===== config.mk =====
export PLATFORM = sky130hd
export DESIGN_NAME = hnl_ctrl
export DESIGN_NICKNAME = d
export VERILOG_FILES = /design/src/rtl/hnl_pkg.sv /design/src/rtl/hnl_ctrl.sv
export SDC_FILE = /design/constraint.sdc
export NUM_CORES = 1
export LEC_CHECK = 0
export BUFFER_PORTS_ARGS = -buffer_cell sky130_fd_sc_hd__buf_4
export CAP_MARGIN = 10
export CELL_PAD_IN_SITES_DETAIL_PLACEMENT = 0
export CELL_PAD_IN_SITES_GLOBAL_PLACEMENT = 1
export CORE_MARGIN = 4
export CORE_UTILIZATION = 30
export CTS_CLUSTER_DIAMETER = 40
export CTS_CLUSTER_SIZE = 12
export DETAILED_ROUTE_END_ITERATION = 6
export GPL_TIMING_DRIVEN = 0
export HOLD_SLACK_MARGIN = 0.05
export MAX_ROUTING_LAYER = met4
export PLACE_DENSITY_LB_ADDON = 0.1
export SYNTH_ARGS = -nofsm -noshare
export SYNTH_HDL_FRONTEND = slang
export SYNTH_SLANG_ARGS = --single-unit

===== constraint.sdc =====
create_clock -name clk_i -period 1.7 [get_ports clk_i]
set_input_delay 0.085 -clock clk_i [delete_from_list [all_inputs] [get_ports clk_i]]
set_output_delay 0.085 -clock clk_i [all_outputs]
set_load 0.02 [all_outputs]

===== src/rtl/hnl_pkg.sv =====
// Package of the name lookup block: field widths, mode codes, defaults,
// the controller command and status structs and the case folding function.
package hnl_pkg;

  localparam int BASE_SIZE_DEF     = 511;
  localparam int TABLE_ENTRIES_DEF = 1024;
  localparam int MAX_NAME_DEF      = 32;

  localparam int MODE_W  = 2;
  localparam int INDEX_W = 10;
  localparam int POS_W   = 5;
  localparam int CHAR_W  = 8;
  localparam int LEN_W   = 6;
  localparam int LINK_W  = 10;
  localparam int TAG_W   = 9;
  localparam int META_W  = 1 + LEN_W + LINK_W + TAG_W;

  localparam logic [MODE_W-1:0] MODE_NAME_CHAR = 2'd0;
  localparam logic [MODE_W-1:0] MODE_METADATA  = 2'd1;
  localparam logic [MODE_W-1:0] MODE_QUERY     = 2'd2;
  localparam logic [MODE_W-1:0] MODE_UNUSED    = 2'd3;

  // Actions that the controller requests from the datapath.
  typedef struct packed {
    logic clear_step;
    logic take;
    logic mul1;
    logic mul2;
    logic mod_step;
    logic walk_init;
    logic meta_rd;
    logic next_link;
    logic cmp_init;
    logic cmp_rd;
    logic cmp_next;
    logic hit;
    logic miss;
    logic out_load;
  } hnl_cmd_t;

  // Conditions that the datapath reports to the controller.
  typedef struct packed {
    logic clear_last;
    logic start_lookup;
    logic query_bad;
    logic mod_last;
    logic idx_bad;
    logic steps_full;
    logic m_valid;
    logic len_eq;
    logic len_gt;
    logic char_eq;
    logic pos_last;
    logic out_free;
  } hnl_sts_t;

  // Folds upper case ASCII letters to lower case; other bytes pass unchanged.
  function automatic logic [CHAR_W-1:0] lower_byte(input logic [CHAR_W-1:0] c);
    logic [CHAR_W-1:0] r;
    r = c;
    if (c >= 8'h41 && c <= 8'h5A) begin
      r = c + 8'h20;
    end
    return r;
  endfunction

endpackage


===== src/rtl/hnl_ctrl.sv =====
// Controller state machine of the name lookup block.
// Depends on hnl_pkg for the command and status structs.
module hnl_ctrl (
  input  logic              clk_i,
  input  logic              rst_ni,
  input  logic              in_valid_i,
  output logic              in_ready_o,
  input  hnl_pkg::hnl_sts_t sts_i,
  output hnl_pkg::hnl_cmd_t cmd_o
);
  import hnl_pkg::*;

  typedef enum logic [10:0] {
    S_CLEAR = 11'b00000000001,
    S_IDLE  = 11'b00000000010,
    S_MUL1  = 11'b00000000100,
    S_MUL2  = 11'b00000001000,
    S_MOD   = 11'b00000010000,
    S_WALK  = 11'b00000100000,
    S_FETCH = 11'b00001000000,
    S_META  = 11'b00010000000,
    S_CRD   = 11'b00100000000,
    S_CCHK  = 11'b01000000000,
    S_DONE  = 11'b10000000000
  } state_e;

  state_e state_q, state_d;

  // State register.
  always_ff @(posedge clk_i or negedge rst_ni) begin
    if (!rst_ni) begin
      state_q <= S_CLEAR;
    end else begin
      state_q <= state_d;
    end
  end

  assign in_ready_o = (state_q == S_IDLE);

  // Next state and command decode.
  always_comb begin
    state_d = state_q;
    cmd_o   = '0;
    unique case (state_q)
      S_CLEAR: begin
        cmd_o.clear_step = 1'b1;
        if (sts_i.clear_last) begin
          state_d = S_IDLE;
        end
      end
      S_IDLE: begin
        if (in_valid_i) begin
          cmd_o.take = 1'b1;
          if (sts_i.start_lookup) begin
            state_d = S_MUL1;
          end
        end
      end
      S_MUL1: begin
        if (sts_i.query_bad) begin
          cmd_o.miss = 1'b1;
          state_d    = S_DONE;
        end else begin
          cmd_o.mul1 = 1'b1;
          state_d    = S_MUL2;
        end
      end
      S_MUL2: begin
        cmd_o.mul2 = 1'b1;
        state_d    = S_MOD;
      end
      S_MOD: begin
        cmd_o.mod_step = 1'b1;
        if (sts_i.mod_last) begin
          state_d = S_WALK;
        end
      end
      S_WALK: begin
        cmd_o.walk_init = 1'b1;
        state_d         = S_FETCH;
      end
      S_FETCH: begin
        if (sts_i.idx_bad || sts_i.steps_full) begin
          cmd_o.miss = 1'b1;
          state_d    = S_DONE;
        end else begin
          cmd_o.meta_rd = 1'b1;
          state_d       = S_META;
        end
      end
      S_META: begin
        if (!sts_i.m_valid || sts_i.len_gt) begin
          cmd_o.miss = 1'b1;
          state_d    = S_DONE;
        end else if (sts_i.len_eq) begin
          cmd_o.cmp_init = 1'b1;
          state_d        = S_CRD;
        end else begin
          cmd_o.next_link = 1'b1;
          state_d         = S_FETCH;
        end
      end
      S_CRD: begin
        cmd_o.cmp_rd = 1'b1;
        state_d      = S_CCHK;
      end
      S_CCHK: begin
        if (!sts_i.char_eq) begin
          cmd_o.next_link = 1'b1;
          state_d         = S_FETCH;
        end else if (sts_i.pos_last) begin
          cmd_o.hit = 1'b1;
          state_d   = S_DONE;
        end else begin
          cmd_o.cmp_next = 1'b1;
          state_d        = S_CRD;
        end
      end
      S_DONE: begin
        if (sts_i.out_free) begin
          cmd_o.out_load = 1'b1;
          state_d        = S_IDLE;
        end
      end
      default: begin
        state_d = S_CLEAR;
      end
    endcase
  end

endmodule


Yosys cells after proc, flatten, opt, wreduce, memory -nomap -nowiden:

Index checks and enable logic that the tools add are counted.

* equality and inequality tests: 16
* mux-type cells: 39
* reduce and logical (&&, ||, !) cells: 4

Operators with widths (count)
* 11-bit case mux with 11 select lines: 1
* 11-bit 2-to-1 mux: 10
* 1-bit 2-to-1 mux: 22
* 11-bit by 1-bit equality test with 1-bit output (second input constant): 1
* 11-bit by 10-bit equality test with 1-bit output (second input constant): 1
* 11-bit equality test (second input constant): 1
* 11-bit by 2-bit equality test with 1-bit output (second input constant): 1
* 11-bit by 3-bit equality test with 1-bit output (second input constant): 1
* 11-bit by 4-bit equality test with 1-bit output (second input constant): 1
* 11-bit by 5-bit equality test with 1-bit output (second input constant): 1
* 11-bit by 6-bit equality test with 1-bit output (second input constant): 1
* 11-bit by 7-bit equality test with 1-bit output (second input constant): 1
* 11-bit by 8-bit equality test with 1-bit output (second input constant): 1
* 11-bit by 9-bit equality test with 1-bit output (second input constant): 1
* 9-bit 2-to-1 mux: 1
* 2-bit inequality test (second input constant): 4
* 2-bit 2-to-1 mux: 3
* 5-bit AND reduction: 1
* 1-bit case mux with 3 select lines: 1
* 1-bit logical OR: 2
* 2-bit by 1-bit inequality test with 1-bit output (second input constant): 1
* 1-bit case mux with 2 select lines: 1
* 1-bit zero test: 1

* bits in registers: 11
* input bits: 15
* output and inout port bits: 15
* logic and storage cells: 60

Depth between registers and ports, before layout:

* depth after elaboration: 4
* gate-level depth with buffers: 6

Least setup slack after synthesis:

OpenSTA, ideal clock, no wires.

* path kind: flip-flop to flip-flop
* start: register state_q[5]
* end: register state_q[4]
* arrival time: 1.986 ns
* required time: 1.632 ns
* slack: -0.353 ns
* cell stages (with the launch flop): 5
* cell sequence: dfrtp_1 > or4_1 > buf_2 > nor4_1 > or2_1

* word-level cells in the longest chain between the ends: 3
* elaborated cells between the ends (all ways): 18
* those cells by class: eq/ne: 16; mux: 1; reduce/logical: 1

RTL lines
* start, declared: line hnl_ctrl.sv:27 `state_e state_q, state_d;`
* start signal, assigned: line hnl_ctrl.sv:34 `state_q <= state_d;`
* 11-bit by 1-bit equality test with 1-bit output, or another cell as far along: line hnl_ctrl.sv:44 `unique case (state_q)`
* 2-bit inequality test (no line) / 2-bit by 1-bit inequality test with 1-bit output (equally long branches)
* 5-bit AND reduction (no line)

Parallel ways exist; a longest one is shown, timed or not.
A chain may end at the register's enable or synchronous reset.

==> out/metrics.yaml <==
yosys:
  synth.area.top_cells: "dfrtp_1 33%, nor2_1 5.4%, nor4_1 4.9%"
  syn-instance-count: 92
  ys_seq_area_share_pct: 35.9
  syn_area_um2: 769
  synth_fp_nets: 107
  synth_enable_flop_cells: 0
  synth_ff_type: "dfrtp_1"
  yosys_warnings: 0
  syn_avg_cell_area_um2: 8.36
  synth_top_area_share_pct: 32.5
  async_reset_ff_share_pct: 100
  netlist_top_cells_count: "11 x nor2_1, 10 x dfrtp_1, 9 x nand2_1, 6 x nor4_1"
  yosys.cell_types.count: 36
  yosys.area.top_type: "dfrtp_1"
  yosysMostFrequentCell: "nor2_1"
  ys_seq_elements: 11
layout:
  reg.largest.list: "state_q: 11 flops"
  area_growth_pct: 115
  n_antenna_cell: 0
  nets: 174
  fin_area_um2: 1660
  drive_gt1_share_pct: 67.7
  largest_reg_flops: 11
  registers.top_by_ff_count: "state_q"
floorplanning:
  start_util_pct: 31.3
  die_w_um: 58.6
  rows: 18
  die_y_um: 58.6
  fp.dieArea_um2: 3440
  core_area_um2: 2450
  io_pins: 30
timing:
  hold_viol: 0
  final_max_slew_viol_count: 0
  setup_ws_ns: -0.197
  fin_crit_sh_pct: 112
  setup_tns_ns: -1.42
  maxSlewHeadroom_pct: 70.1
  setup_viol: 16
  finClkSkew_ns: 0.00315
  period_minus_slack_ns: 1.90
  fmax_ghz: 0.527
  worst_pin_slew_ns: 0.445
  rsz0062_at_grt: "true"
setup_path:
  r2r_slack_ns: -0.08
  end_kind: "primary output"
  cp_data_arrival_time_ns: 1.81
  critPathLaunchType: "flip-flop"
  cp_data_required_time_ns: 1.62
  critical_path.max_fanout: 4
  crit_type: "flip-flop to primary output"
routing:
  vias_per_cell: 5.21
  num_vias: 980
  drtAntennaViolNets: 0
  drt-initial-drc-count: 10
  wirelength_um: 2960
  first_pass_iters: 4
  wl_per_cell_um: 15.7
  drc: 0
status:
  outcome: "finished, violations left"
  violations: "negative setup slack"
min_path:
  min_path_type: "input pin to flip-flop"
pwr:
  p_per_area_nw_per_um2: 1030
  ir_drop_mv: 0.757
  p_leak_nw: 0.715
grt:
  grt_pass1_vias: 994
  track_usage_pct: 18.4
  grt_max_degree: 12
  grt_pass1_wl_um: 4600
  antenna_found_initial: 0
  overflow: 0
clock_network:
  cts_made_buffers: 3
  cts_sinks: 11
  clockBufferDepth: 2
  clkSlewWorstSetupHoldPaths_ns: 0.08
  clock_latency_ns: 0.29
  root_buffer: "clkbuf_4"
  cts_tree: "yes"
  htree_levels: 1
placed_design:
  gp_congestion: 0.837
  dp_hpwl_um: 1690
  placed_area_um2: 1050
  io_buffer_count: 29
run:
  max_cap_violations: 0
## what timing repair did
action,CTS,global route
buffers inserted,21,8
resized for setup,48,23
setup endpoints to repair,23,19
pin swaps,18,15
gates cloned,0,0
hold buffers,6,0
endpoints found under the hold margin,15,0
## cell usage in the layout, fill, tap and decap left out, types with 2 or more instances in the layout
| master | count |
|---|---|
| o21ai_0 | 2 |
| nor2b_1 | 3 |
| buf_6 | 16 |
| dfrtp_1 | 4 |
| nand2b_1 | 5 |
| nor2b_4 | 2 |
| nor4_4 | 5 |
| dlygate4sd3_1 | 6 |
| nor2_4 | 5 |
| nand3_2 | 2 |
| clkbuf_4 | 3 |
| nand4b_1 | 2 |
| and2_4 | 3 |
| nor2_1 | 5 |
| nand2_1 | 6 |
| dfrtp_2 | 6 |
| buf_4 | 40 |
| nor4b_4 | 3 |
| or2_2 | 2 |
| nor3_2 | 3 |
| nand3b_1 | 2 |
| and3_4 | 2 |
| nand2_2 | 3 |
## metal layers
layer  wire length, µm  track usage, %
met2              1580            31.9
met4                89            6.80
met5                 0               -
met1              1150            20.8
met3               140            3.95
## metrics by stage
step	worst slack (ns)	hold WS, ns	utilization [%]	instances	total power, W
finish	-0.197	0.0873	67.4	188	0.00170
floorplan	-0.100	-0.211	-	92	0.000738
CTS	-0.249	0.0852	61.9	182	0.00155
global route	-0.326	0.0840	67.4	188	0.00180
detailed placement	-0.270	-0.0647	42.7	151	0.000922
global placement	-0.294	-0.0637	42.7	151	0.000926
## path summary, 6_finish.rpt
kind | start | end | cells past startpoint
hold reg to reg | state_q[5] | state_q[7] | 4
hold / removal | sts_i[0] | state_q[10] | 3
min in group asynchronous | rst_ni | state_q[3] | 2
setup / recovery | state_q[4] | cmd_o[1] | 4
setup reg to reg | state_q[7] | state_q[0] | 8
max in group asynchronous | rst_ni | state_q[0] | 2
## power by group
group          internal, W  leakage (nW)  switching [W]
logic             0.000572         0.559       0.000550
registers         0.000313         0.139      0.0000681
clock network    0.0000875        0.0177       0.000110
## area by class of cell
class                   instances  area, µm²
clock buffers                   3       22.5
clock inverters                 1       5.00
fillers                       199        800
inverters                       1       3.75
multi-input cells              79        742
flip-flops and latches         11        284
well taps                      30       37.5
repair buffers                 63        561
## cell families after synthesis
family          share of synthesized area (%)
flops                                    35.9
simple gates                             49.1
compound gates                           13.8
buf+inv                                  1.14
## worst max-delay path: stages (launching register included)
cell and delay (ns):
dfrtp_2 0.41, or4_4 0.60, nor4_4 0.20, a32o_2 0.20, buf_6 0.12
No activity file was read; power rests on OpenSTA's default activity.
